===== config.mk =====
export PLATFORM = sky130hd
export DESIGN_NAME = goh_polar
export DESIGN_NICKNAME = d
export VERILOG_FILES = /design/src/design/goh_pkg.sv /design/src/design/goh_polar.sv
export SDC_FILE = /design/constraint.sdc
export NUM_CORES = 1
export LEC_CHECK = 0
export ABC_CLOCK_PERIOD_IN_PS = 17900
export BUFFER_PORTS_ARGS = -buffer_cell sky130_fd_sc_hd__clkbuf_2
export CAP_MARGIN = 10
export CORE_ASPECT_RATIO = 1.5
export CORE_MARGIN = 3
export CORE_UTILIZATION = 60
export DETAILED_ROUTE_END_ITERATION = 10
export GPL_TIMING_DRIVEN = 0
export PLACE_DENSITY = 0.85
export SETUP_SLACK_MARGIN = 0.05
export SLEW_MARGIN = 20
export SYNTH_ARGS = -nofsm -noshare
export SYNTH_HDL_FRONTEND = slang
export SYNTH_SLANG_ARGS = --single-unit

===== constraint.sdc =====
create_clock -name aclk -period 17.9 [get_ports aclk]
set_input_delay 2.685 -clock aclk [delete_from_list [all_inputs] [get_ports aclk]]
set_output_delay 2.685 -clock aclk [all_outputs]
set_load 0.02 [all_outputs]

===== src/design/goh_pkg.sv =====
// ----------------------------------------------------------------------------
// Gradient orientation histogram package
// Shared op codes, phase constants, the CORDIC arctangent table and the
// request and result structs between the top level and the polar unit.
// ----------------------------------------------------------------------------
`default_nettype none

package goh_pkg;

    // Item kinds on the input channel, echoed on the result channel.
    localparam logic [1:0] OP_ACCUM = 2'd0;
    localparam logic [1:0] OP_READ  = 2'd1;
    localparam logic [1:0] OP_CLEAR = 2'd2;

    // Phase is a 32-bit fraction of a full turn.
    localparam logic [31:0] PHASE_OCTANT  = 32'h2000_0000;
    localparam logic [31:0] PHASE_QUARTER = 32'h4000_0000;
    localparam logic [31:0] PHASE_HALF    = 32'h8000_0000;

    localparam int CORDIC_STEPS    = 30;
    localparam int CORDIC_PRESHIFT = 24;

    // Widths of the result fields.
    localparam int MAG_W = 11;
    localparam int SUM_W = 40;

    // atan(2^-i) in phase units, rounded.
    function automatic logic [31:0] atan_phase(input logic [4:0] idx);
        logic [31:0] val;
        case (idx)
            5'd0:    val = 32'd536870912;
            5'd1:    val = 32'd316933406;
            5'd2:    val = 32'd167458907;
            5'd3:    val = 32'd85004756;
            5'd4:    val = 32'd42667331;
            5'd5:    val = 32'd21354465;
            5'd6:    val = 32'd10680094;
            5'd7:    val = 32'd5340245;
            5'd8:    val = 32'd2670163;
            5'd9:    val = 32'd1335087;
            5'd10:   val = 32'd667544;
            5'd11:   val = 32'd333772;
            5'd12:   val = 32'd166886;
            5'd13:   val = 32'd83443;
            5'd14:   val = 32'd41722;
            5'd15:   val = 32'd20861;
            5'd16:   val = 32'd10430;
            5'd17:   val = 32'd5215;
            5'd18:   val = 32'd2608;
            5'd19:   val = 32'd1304;
            5'd20:   val = 32'd652;
            5'd21:   val = 32'd326;
            5'd22:   val = 32'd163;
            5'd23:   val = 32'd81;
            5'd24:   val = 32'd41;
            5'd25:   val = 32'd20;
            5'd26:   val = 32'd10;
            5'd27:   val = 32'd5;
            5'd28:   val = 32'd3;
            5'd29:   val = 32'd1;
            default: val = 32'd0;
        endcase
        return val;
    endfunction

    // Start of a polar conversion.
    typedef struct packed {
        logic              start;
        logic signed [8:0] grad_x;
        logic signed [8:0] grad_y;
    } polar_req_t;

    // Finished polar conversion, valid while done is high.
    typedef struct packed {
        logic             done;
        logic [MAG_W-1:0] magnitude;
        logic [31:0]      phase;
    } polar_res_t;

endpackage

`default_nettype wire


===== src/design/goh_polar.sv =====
// ----------------------------------------------------------------------------
// Gradient polar converter
// Iterative unit that turns one gradient into a rounded magnitude in quarter
// units (integer square root, two bits per step) and a 32-bit phase (CORDIC
// vectoring, one step per cycle), sharing a single step counter.
// ----------------------------------------------------------------------------
`default_nettype none

module goh_polar (
    input  wire logic                aclk,
    input  wire logic                aresetn,
    input  wire goh_pkg::polar_req_t req,
    output      goh_pkg::polar_res_t res
);

    typedef enum logic [1:0] {
        P_IDLE,
        P_SQUARE,
        P_ITER,
        P_FINAL
    } pstate_t;

    pstate_t            state_reg, state_next;
    logic [4:0]         step_reg, step_next;
    logic               gxn_reg, gxn_next;
    logic               gyn_reg, gyn_next;
    logic               swap_reg, swap_next;
    logic               zero_reg, zero_next;
    logic               diag_reg, diag_next;
    logic [8:0]         ay_reg, ay_next;
    logic [17:0]        sq_reg, sq_next;
    logic signed [35:0] x_reg, x_next;
    logic signed [35:0] y_reg, y_next;
    logic signed [31:0] z_reg, z_next;
    logic [22:0]        rem_reg, rem_next;
    logic [22:0]        root_reg, root_next;
    logic [22:0]        bit_reg, bit_next;
    logic               done_reg, done_next;
    logic [goh_pkg::MAG_W-1:0] mag_reg, mag_next;
    logic [31:0]        phase_reg, phase_next;

    logic [8:0]         ax_in, ay_in, s_in, l_in;
    logic               swap_in;
    logic [17:0]        ax_sq, ay_sq, sum_sq;
    logic signed [35:0] dx, dy;
    logic [31:0]        atan_val;
    logic [23:0]        trial;
    logic [31:0]        oct, quad, phase_calc;

    // Absolute values and octant fold of the incoming gradient.
    assign ax_in   = req.grad_x[8] ? (~req.grad_x + 9'd1) : req.grad_x;
    assign ay_in   = req.grad_y[8] ? (~req.grad_y + 9'd1) : req.grad_y;
    assign swap_in = ay_in > ax_in;
    assign s_in    = swap_in ? ax_in : ay_in;
    assign l_in    = swap_in ? ay_in : ax_in;

    // One squaring multiplier per setup cycle.
    assign ax_sq  = {9'd0, ax_in} * {9'd0, ax_in};
    assign ay_sq  = {9'd0, ay_reg} * {9'd0, ay_reg};
    assign sum_sq = sq_reg + ay_sq;

    // CORDIC step: floor shifts are arithmetic shifts.
    assign dx       = y_reg >>> step_reg;
    assign dy       = x_reg >>> step_reg;
    assign atan_val = goh_pkg::atan_phase(step_reg);

    // Square root step.
    assign trial = {1'b0, root_reg} + {1'b0, bit_reg};

    // Clamp to the first octant, then unfold by octant and quadrant.
    always_comb begin
        if (zero_reg) begin
            oct = 32'd0;
        end else if (diag_reg) begin
            oct = goh_pkg::PHASE_OCTANT;
        end else if (z_reg[31]) begin
            oct = 32'd0;
        end else if (z_reg > $signed(goh_pkg::PHASE_OCTANT)) begin
            oct = goh_pkg::PHASE_OCTANT;
        end else begin
            oct = z_reg;
        end
        quad = swap_reg ? (goh_pkg::PHASE_QUARTER - oct) : oct;
        case ({gxn_reg, gyn_reg})
            2'b00:   phase_calc = quad;
            2'b10:   phase_calc = goh_pkg::PHASE_HALF - quad;
            2'b11:   phase_calc = goh_pkg::PHASE_HALF + quad;
            default: phase_calc = 32'd0 - quad;
        endcase
    end

    // Sequencer and datapath next values.
    always_comb begin
        state_next = state_reg;
        step_next  = step_reg;
        gxn_next   = gxn_reg;
        gyn_next   = gyn_reg;
        swap_next  = swap_reg;
        zero_next  = zero_reg;
        diag_next  = diag_reg;
        ay_next    = ay_reg;
        sq_next    = sq_reg;
        x_next     = x_reg;
        y_next     = y_reg;
        z_next     = z_reg;
        rem_next   = rem_reg;
        root_next  = root_reg;
        bit_next   = bit_reg;
        done_next  = 1'b0;
        mag_next   = mag_reg;
        phase_next = phase_reg;
        case (state_reg)
            P_IDLE: begin
                if (req.start) begin
                    gxn_next   = req.grad_x[8];
                    gyn_next   = req.grad_y[8];
                    swap_next  = swap_in;
                    zero_next  = s_in == 9'd0;
                    diag_next  = s_in == l_in;
                    ay_next    = ay_in;
                    sq_next    = ax_sq;
                    x_next     = $signed({3'b000, l_in, 24'd0});
                    y_next     = $signed({3'b000, s_in, 24'd0});
                    z_next     = 32'sd0;
                    state_next = P_SQUARE;
                end
            end
            P_SQUARE: begin
                rem_next   = {1'b0, sum_sq, 4'd0};
                root_next  = 23'd0;
                bit_next   = 23'h40_0000;
                step_next  = 5'd0;
                state_next = P_ITER;
            end
            P_ITER: begin
                if (!y_reg[35]) begin
                    x_next = x_reg + dx;
                    y_next = y_reg - dy;
                    z_next = z_reg + $signed(atan_val);
                end else begin
                    x_next = x_reg - dx;
                    y_next = y_reg + dy;
                    z_next = z_reg - $signed(atan_val);
                end
                if (bit_reg != 23'd0) begin
                    if ({1'b0, rem_reg} >= trial) begin
                        rem_next  = rem_reg - trial[22:0];
                        root_next = (root_reg >> 1) + bit_reg;
                    end else begin
                        root_next = root_reg >> 1;
                    end
                    bit_next = bit_reg >> 2;
                end
                step_next = step_reg + 5'd1;
                if (step_reg == 5'(goh_pkg::CORDIC_STEPS - 1)) begin
                    state_next = P_FINAL;
                end
            end
            P_FINAL: begin
                mag_next   = goh_pkg::MAG_W'(root_reg)
                           + goh_pkg::MAG_W'(rem_reg > root_reg);
                phase_next = phase_calc;
                done_next  = 1'b1;
                state_next = P_IDLE;
            end
            default: begin
                state_next = P_IDLE;
            end
        endcase
    end

    // State and registered results.
    always_ff @(posedge aclk) begin
        if (!aresetn) begin
            state_reg <= P_IDLE;
            step_reg  <= 5'd0;
            done_reg  <= 1'b0;
        end else begin
            state_reg <= state_next;
            step_reg  <= step_next;
            done_reg  <= done_next;
        end
        gxn_reg   <= gxn_next;
        gyn_reg   <= gyn_next;
        swap_reg  <= swap_next;
        zero_reg  <= zero_next;
        diag_reg  <= diag_next;
        ay_reg    <= ay_next;
        sq_reg    <= sq_next;
        x_reg     <= x_next;
        y_reg     <= y_next;
        z_reg     <= z_next;
        rem_reg   <= rem_next;
        root_reg  <= root_next;
        bit_reg   <= bit_next;
        mag_reg   <= mag_next;
        phase_reg <= phase_next;
    end

    assign res.done      = done_reg;
    assign res.magnitude = mag_reg;
    assign res.phase     = phase_reg;

endmodule

`default_nettype wire


## After elaboration in Yosys (flattened, before gate mapping)

Memories as Yosys holds them, arrays and structs flattened. A register that Yosys moved wholly into a read port is not among the register bits.
Cells that the tools add are included.

| storage, ports and cells | value |
|---|---|
| register bits after elaboration | 256 |
| bits in latches | 0 |
| RAM bits | 0 |
| memory bits (read-only) | 960 |
| bits of input ports | 21 |
| output and inout port bits | 44 |
| logic and storage cells | 103 |
| memories | 1 |

Memory list:

| memory | words | bits a word | rd ports | clocked after memory_dff | wr ports | RTL line | source |
|---|---|---|---|---|---|---|---|
| (name not given) | 32 | 30 | 1 | 1 | 0 | goh_pkg.sv:30 | `case (idx)` |

| operators by class | value |
|---|---|
| add/sub/neg operators | 18 |
| $mul | 2 |
| divide/modulo/power cells | 0 |
| order comparisons | 4 |
| equality and inequality tests | 11 |
| shifts and indexed selects | 2 |
| muxes and demuxes | 34 |
| bitwise operators | 2 |
| reductions and logical operators | 11 |

Operators with widths:

| operator | count |
|---|---|
| 2-to-1 mux 32 bit | 5 |
| 2-to-1 mux 36 bit | 4 |
| case mux 36 bit (2 select lines) | 2 |
| case mux 23 bit (2 select lines) | 3 |
| 2-to-1 mux 23 bit | 5 |
| case mux 32 bit (3 select lines) | 1 |
| adder 36 bit | 2 |
| >>> shifter 36 x 5 -> 36 bit | 2 |
| subtractor 36 bit | 2 |
| case mux 32 bit (2 select lines) | 1 |
| 2-to-1 mux 31 bit | 2 |
| multiplier 9 x 9 -> 18 bit | 2 |
| 2-to-1 mux 9 bit | 4 |
| adder 32 bit | 1 |
| adder 32 bit (first input constant) | 1 |
| > comparator 32 x 31 -> 1 bit (second input constant) | 1 |
| subtractor 1 x 32 -> 32 bit (first input constant) | 1 |
| subtractor 31 x 32 -> 32 bit (first input constant) | 1 |
| subtractor 32 bit | 1 |
| subtractor 32 bit (first input constant) | 1 |
| adder 23 x 23 -> 24 bit | 1 |
| >= comparator 23 x 24 -> 1 bit | 1 |
| adder 22 x 23 -> 23 bit | 1 |
| > comparator 23 bit | 1 |
| 23 further kinds | 38 |

## Depth between registers and ports, before layout

Gate-level depths: netlist of run 1.

| depth | value |
|---|---|
| word-level depth | 9 |
| depth in mapped cells | 28 |
| mapped depth without buffers | 26 |

## Worst setup path after synthesis of run 1

Ideal clock, no wire load.

| timing path | value |
|---|---|
| path type | input port to flip-flop |
| start | in req[9] (netlist bit) |
| end | reg sq_reg[17], data pin |
| library setup time | 0.262 ns |
| arrival | 8.015 ns |
| data required time | 17.638 ns |
| path slack | 9.623 ns |
| stages | 24 |
| buffers on the path | 0 |
| cell sequence | inv_2 > ha_1 > nand2b_1 > xnor2_1 > clkinv_1 > nor2_1 > fa_1 > fa_1 > ha_1 > inv_1 > fa_1 > inv_1 > ha_1 > a21o_1 > a21oi_1 > o21ai_0 > a21oi_1 > o21ai_0 > a21oi_1 > o21bai_1 > a2111o_1 > a31o_2 > a21oi_1 > xnor2_1 |

| on the way | value |
|---|---|
| cells in the longest elaborated chain, start to end | 4 |

RTL lines:

| item | RTL line | source |
|---|---|---|
| start, declared | goh_polar.sv:12 | `input wire goh_pkg::polar_req_t req,` |
| NOT 9 bit | goh_polar.sv:51 | `assign ax_in = req.grad_x[8] ? (~req.grad_x + 9'd1) : req.grad_x;` |
| adder 9 x 1 -> 9 bit | goh_polar.sv:51 |  |
| 2-to-1 mux 9 bit * | goh_polar.sv:51 |  |
| multiplier 9 x 9 -> 18 bit * | goh_polar.sv:58 | `assign ax_sq = {9'd0, ax_in} * {9'd0, ax_in};` |
| named net ax_sq[17] | goh_polar.sv:44 | `logic [17:0] ax_sq, ay_sq, sum_sq;` |
| end signal, assigned | goh_polar.sv:189 | `sq_reg <= sq_next;` |
| end, declared | goh_polar.sv:31 | `logic [17:0] sq_reg, sq_next;` |

The timed path passes the listed nets; every way through them passes the cells marked *.
A chain may end at the register's enable or synchronous reset.

## Worst setup path in the final report of run 1

Same ends and word-level chain as after synthesis.

==> run_results.csv, run 1 <==
group,metric,value,unit
run_status,status,"finished, final reports clean",
drt,ant_nets,0,
synth,synth_fa_ha_area_share,16.11,%
sta,drv_slew,0,
drt,drt_wl_total,102.1,mm
global_routing,grt_antenna_before_repair,2,
drt,drt_pass1_iterations,6,
worst_setup_path,crit_type,"in2reg",
clock_network,clockBufferDepth,3,
sta,final.setup.tns,0,ns
cells_and_area,drive_above_1_share,9.397,%
worst_hold_path,min_path_type,"reg2reg",
synth,synth_ff_type,"edfxtp_1",
cells_and_area,fin_nets,4102,
worst_setup_path,path_buf_inv,8,
worst_setup_path,cpMaxStageDelayCell,"xnor2_1",
worst_setup_path,required,18.22,ns
sta,clock_skew,0.02499,ns
global_routing,grt_pass1_vias,29250,
worst_hold_path,hold_depth,1,
drt,vias,29520,
sta,rsz0062_at_grt,"no",
clock_network,cts.clk_slew.worst_paths,0.07,ns
floorplan,core_area,51940,um2
synth,synth_seq_cells,274,
place,routabilityCongestion,1.070,
place,portBuffers,64,
floorplan,initial_core_util,60.97,%
floorplan,die_h,287.4,um
synth,synth-seq-area-share,24.78,%
clock_network,cts_resized,0,
worst_hold_path,hold_end,"state_reg[0]",
synth,synth_area,31670,um2
cells_and_area,n_fill_cell,4157,
floorplan,die_area,55630,um2
clock_network,cts_sinks,274,
worst_setup_path,cp-end-kind,"flop",
global_routing,grt_first_pass_wirelength,157.5,mm
drt,viasPerCell,6.676,
synth,postSynth.asyncResetShare,0,%
sta,tightestPinTransition,1.225,ns
clock_network,cts-htree-levels,1,
cells_and_area,utilization,65.72,%
cells_and_area,regArea,7848,um2
synth,syn_inst,3616,
sta,fmax,0.1116,GHz
synth,synth_compound_area_share,17.76,%
drt,avgRoutedWirePerCell,23.09,um
synth,synthMuxAreaShare,10.45,%
clock_network,ctsHoldBuffers,0,
place,dpl.hpwl,79.87,mm
worst_setup_path,crit_fanout,10,
floorplan,rows,102,
cells_and_area,mostFrequentLayoutCells,"nor2_1 (384), nand2_1 (298), inv_1 (276)",
global_routing,grt-ovfl-total,0,
synth,syn_area_per_cell,8.758,um2
worst_setup_path,r2r_cells,25,
synth,ys_warn_count,0,
synth,synth_top_family_by_area,"compound AO/OA/AOI/OAI gates",
worst_setup_path,cp-start-kind,"input pin",
worst_setup_path,r2r_slack,9.25,ns
worst_setup_path,r2r-start,"step_reg[4]",
sta,setup_violations,0,
synth,synth_xor_area_share,7.965,%
worst_hold_path,holdCritStartpoint,"state_reg[0]",
worst_setup_path,cp.arrival,9.29,ns
worst_setup_path,cp_common_cell,"inv_1",
clock_network,cts_tree,"done",
synth,synth_edf_count,236,
cells_and_area,layout_commonest_cell,"nor2_1",
worst_setup_path,cp_top_family,"adder cells",
global_routing,grt.total_usage,35.46,%
sta,period_share,50.08,%
cells_and_area,antenna_cells,0,
clock_network,clock_latency,0.61,ns
cells_and_area,areaGrowthSynthToFinish,7.803,%
clock_network,postCtsSetupBuffers,0,
floorplan,die_w,193.6,um
synth,synth-simple-area-share,17.58,%
drt,drt_iter0_drc,3016,
sta,slew_headroom,18.32,%
sta,fin_crit,8.964,ns
worst_setup_path,slowest_delay,0.64,ns
drt,drc_errors,0,
sta,final-hold-violation-count,0,
synth,synth_cell_types,97,
flow_run,maxCapViolCount,0,
clock_network,cts-buffers-inserted,29,
global_routing,grt_max_degree,33,
clock_network,cts-root-buf,"clkbuf_16",
cells_and_area,multiInputGateArea,22200,um2
worst_setup_path,reg2reg_to,"y_reg[32]",
floorplan,boundaryPins,65,
## through the flow
stage          cell area (um2)  cells  worst slack, ns  hold WS [ns]
6_report                 34140   4422            8.936        0.6363
5_1_grt                  34140   4422            8.500        0.6508
4_1_cts                  34140   4422            9.040        0.6256
3_5_place_dp             33110   4368            8.457        0.6096
3_3_place_gp             32850   4360            7.814        0.5563
2_1_floorplan            31680   3620            9.623        0.5255
## area by class of cell
cell class / count / share of cell area, %
clock inverter: 22 / 0.8026
buffer: 147 / 1.781
multi-input combinational: 2910 / 65.02
timing repair buffer: 72 / 1.539
inverter: 289 / 3.178
clock buffer: 32 / 2.217
sequential: 274 / 22.99
tap: 676 / 2.478
## worst max-delay path by stage
stage                     cells after the start         end  slack (ns)    startpoint
after global placement                        7    y_reg[0]        7.81  state_reg[0]
after detailed placement                     25  sq_reg[17]        8.46        req[9]
after floorplan                              24  sq_reg[17]        9.62        req[9]
final                                        26  sq_reg[17]        8.94        req[9]
after global routing                         25  sq_reg[17]        8.50        req[9]
after CTS                                    25  sq_reg[17]        9.04        req[9]
## kinds of logic (layout without fill, tap and decap cells)
group,count (synthesis),after routing
compound gates,876,876
mux,214,214
fa+ha+maj,358,358
xor+xnor,288,288
flops,274,274
simple gates,1169,1169
other cells,1,5
buf+inv,436,562
## cells in the mapped netlist, drive strengths merged, types with 38 or more instances
| master | n | area [um2] |
|---|---|---|
| a31oi | 62 | 387.9 |
| nand3 | 83 | 415.4 |
| mux4 | 88 | 1982 |
| nor2 | 385 | 1453 |
| clkbuf | 99 | 371.6 |
| a211oi | 41 | 307.8 |
| fa | 83 | 1662 |
| dfxtp | 38 | 760.7 |
| nand2 | 299 | 1125 |
| a21oi | 229 | 1146 |
| a21o | 57 | 427.9 |
| edfxtp | 236 | 7087 |
| buf | 48 | 232.7 |
| mux2i | 72 | 720.7 |
| mux2 | 54 | 608.1 |
| inv | 280 | 1051 |
| xnor2 | 184 | 1612 |
| nor3 | 81 | 405.4 |
| ha | 275 | 3441 |
| xor2 | 104 | 910.9 |
| and2 | 73 | 456.7 |
| o21ai | 199 | 996.0 |
## layer usage
metal	track usage, %	vias to the layer above	routed length (um)
met3	6.121	577	8177
li1	-	13330	-
met4	30.25	4	10610
met2	62.30	1695	49480
met1	36.66	13910	33810
met5	0	-	28
Power of run 1 is not shown: default switching activity piles up to over one toggle a cycle in this logic, so the estimate is an artifact.
==> run 2, diff against run 1 <==
- ABC_AREA: unset -> 1
- ABC_CLOCK_PERIOD_IN_PS: 17900 -> 8200
- CORE_UTILIZATION: 60 -> 59
- PLACE_DENSITY: 0.85 -> 0.87
- clock period: 17.9 -> 8.2 ns (I/O delays scaled with it)
==> run 2 against run 1 <==
Against the previous run:
- cell count increased by 26%
- sequential share of layout area decreased by 0.63 points
- register-to-register slack got worse by 8.0 ns
- synthesized cell count increased by 31%
- largest cell class unchanged
- core utilization decreased by 0.87 points
- hold slack got worse by 0.11 ns
- via count increased by 15%
- critical path depth increased by 2
- first-iteration DRC count increased by 1.7%
==> run_results.csv, run 2 <==
group,metric,value,unit
drt,drt_wl_total,116.5,mm
synth,synth_area,32540,um2
cells_and_area,antenna_cells,0,
synth,netlist_top_cells_count,"nand2_1 (1162), inv_1 (654), nor2_1 (385)",
synth,netlist.area_leader.share,21.78,%
clock_network,cts.clk_slew.worst_paths,0.07,ns
global_routing,grt_pass1_vias,33060,
worst_hold_path,min_path_type,"reg2reg",
sta,fmax,0.1368,GHz
place,dpl.hpwl,92.46,mm
clock_network,clockBufferDepth,3,
drt,ant_nets,0,
floorplan,die_w,197.7,um
synth,yosys.area.top_type,"edfxtp_1",
synth,synth_ff_type,"edfxtp_1",
global_routing,grt-ovfl-total,0,
worst_setup_path,cp.arrival,7.70,ns
synth,synth_seq_cells,274,
sta,rsz0062_at_grt,"no",
global_routing,top_usage_layer,"met2",
synth,netlist_top_cells_area,"edfxtp_1 (22%), nand2_1 (13%), ha_1 (11%)",
flow_run,maxCapViolCount,0,
clock_network,postCtsSetupBuffers,0,
sta,tightestPinTransition,1.248,ns
global_routing,grt_max_degree,36,
clock_network,cts-htree-levels,1,
cells_and_area,fin_nets,5234,
clock_network,cts-root-buf,"clkbuf_16",
worst_setup_path,crit_type,"in2reg",
floorplan,die_h,293.6,um
global_routing,use_met1,41.67,%
synth,synth_edf_count,236,
drt,drc_errors,0,
sta,final-hold-violation-count,0,
global_routing,grt_antenna_before_repair,2,
worst_setup_path,cp-start-kind,"input pin",
sta,clock_skew,0.04894,ns
global_routing,met2_usage,67.13,%
floorplan,boundaryPins,65,
synth,synth-seq-area-share,24.12,%
sta,drv_slew,0,
cells_and_area,n_fill_cell,4924,
synth,ys_warn_count,0,
drt,drt_pass1_iterations,7,
sta,fin_crit,7.311,ns
global_routing,grt.total_usage,39.26,%
place,portBuffers,64,
worst_setup_path,required,8.58,ns
synth,synth_cell_types,76,
drt,avgRoutedWirePerCell,20.93,um
clock_network,cts_sinks,274,
synth,syn_inst,4746,
drt,drt_iter0_drc,3067,
place,routabilityCongestion,1.118,
global_routing,grt_first_pass_wirelength,177.9,mm
clock_network,cts_tree,"done",
synth,yosysMostFrequentCell,"nand2_1",
sta,hold_slack,0.5290,ns
floorplan,initial_core_util,60.11,%
floorplan,rows,104,
sta,setup_violations,0,
synth,syn_area_per_cell,6.856,um2
floorplan,die_area,58060,um2
clock_network,ctsHoldBuffers,0,
clock_network,cts-buffers-inserted,30,
worst_setup_path,cp-end-kind,"flop",
cells_and_area,mostFrequentLayoutCells,"nand2_1 (1162), inv_1 (653), nor2_1 (385)",
cells_and_area,drive_above_1_share,7.625,%
floorplan,core_area,54130,um2
sta,slew_headroom,16.79,%
synth,postSynth.asyncResetShare,0,%
run_status,status,"finished, final reports clean",
global_routing,met3_usage,5.967,%
clock_network,clock_latency,0.64,ns
drt,vias,33860,
cells_and_area,areaGrowthSynthToFinish,7.895,%
clock_network,cts_resized,0,
sta,period_share,89.16,%
worst_setup_path,crit_fanout,9,
drt,viasPerCell,6.080,
cells_and_area,layout_commonest_cell,"nand2_1",
[run 2: cell count changes after synthesis, sizes merged, moves of 88 or more]
cell   delta
xnor2   -122
nand3   +172
nand2   +893
inv     +405
a21oi    +96
o21ai   +337
mux4     -88
[run 2: through the flow]
step	util, %	cells	setup slack, ns	TNS (ns)	cell area, um2
CTS	64.83	5568	0.9807	0	35090
detailed placement	62.80	5512	0.3189	0	33990
global placement	62.32	5503	-1.743	-178.99	33730
floorplan	-	4750	1.682	0	32550
finish	64.85	5568	0.8888	0	35100
global route	64.85	5568	0.4486	0	35100
[run 2: cells by family (layout without fill, tap and decap cells)]
kind of cell | after synthesis | in the layout | synth area share [%]
AO/OA/AOI/OAI | 1049 | 1049 | 17.94
buffers and inverters | 842 | 971 | 10.61
flip-flops | 274 | 274 | 24.12
multiplexers | 12 | 12 | 0.3692
adder cells (fa/ha/maj) | 358 | 358 | 15.68
other | 1 | 5 | 0.01153
XOR/XNOR | 168 | 168 | 4.545
AND/OR/NAND/NOR | 2042 | 2042 | 26.72
[run 2: metal layers]
metal | share of wire (%) | vias to the layer above | wire length, um
met2 | 47 | 1847 | 54720
met3 | 7.6 | 659 | 8850
li1 | - | 15970 | -
met4 | 11 | 2 | 13080
met5 | 0.012 | - | 14
met1 | 34 | 15380 | 39870
[run 2: layout make-up]
type	instances	area, um2	share of cell area, %
clock inverter	21	285.3	0.8126
tap	689	862.1	2.456
clock buffer	35	812.0	2.313
timing repair buffer	73	535.5	1.525
buffer	151	862.1	2.456
inverter	691	2594	7.389
sequential	274	7848	22.35
multi-input combinational	3634	21310	60.69
[run 2: critical path, stage by stage]
cell,delay (ns)
clkbuf_2,0.29
clkinv_1,0.40
ha_1,0.42
nand2_1,0.06
o21ai_0,0.35
clkinv_1,0.57
nor2_1,0.31
inv_1,0.12
fa_1,0.54
inv_1,0.05
fa_1,0.49
inv_1,0.04
fa_1,0.47
fa_1,0.54
inv_1,0.04
ha_1,0.33
nand2_1,0.06
o21ai_0,0.28
a21oi_1,0.11
inv_1,0.06
a21oi_1,0.08
o21ai_0,0.30
nand3_1,0.12
nand2_1,0.11
a21oi_1,0.07
nor2_1,0.09
nor2_1,0.06
xnor2_1,0.11
[run 2: final timing paths]
path                      from            to  slack [ns]  depth (start not counted)
setup reg to reg     x_reg[35]     y_reg[26]        1.21                         31
hold reg to reg   state_reg[1]  state_reg[1]        0.53                          2
hold / removal    state_reg[1]  state_reg[1]        0.53                          2
setup / recovery        req[9]    sq_reg[16]        0.89                         28
Power of run 2 is left out for the same reason.
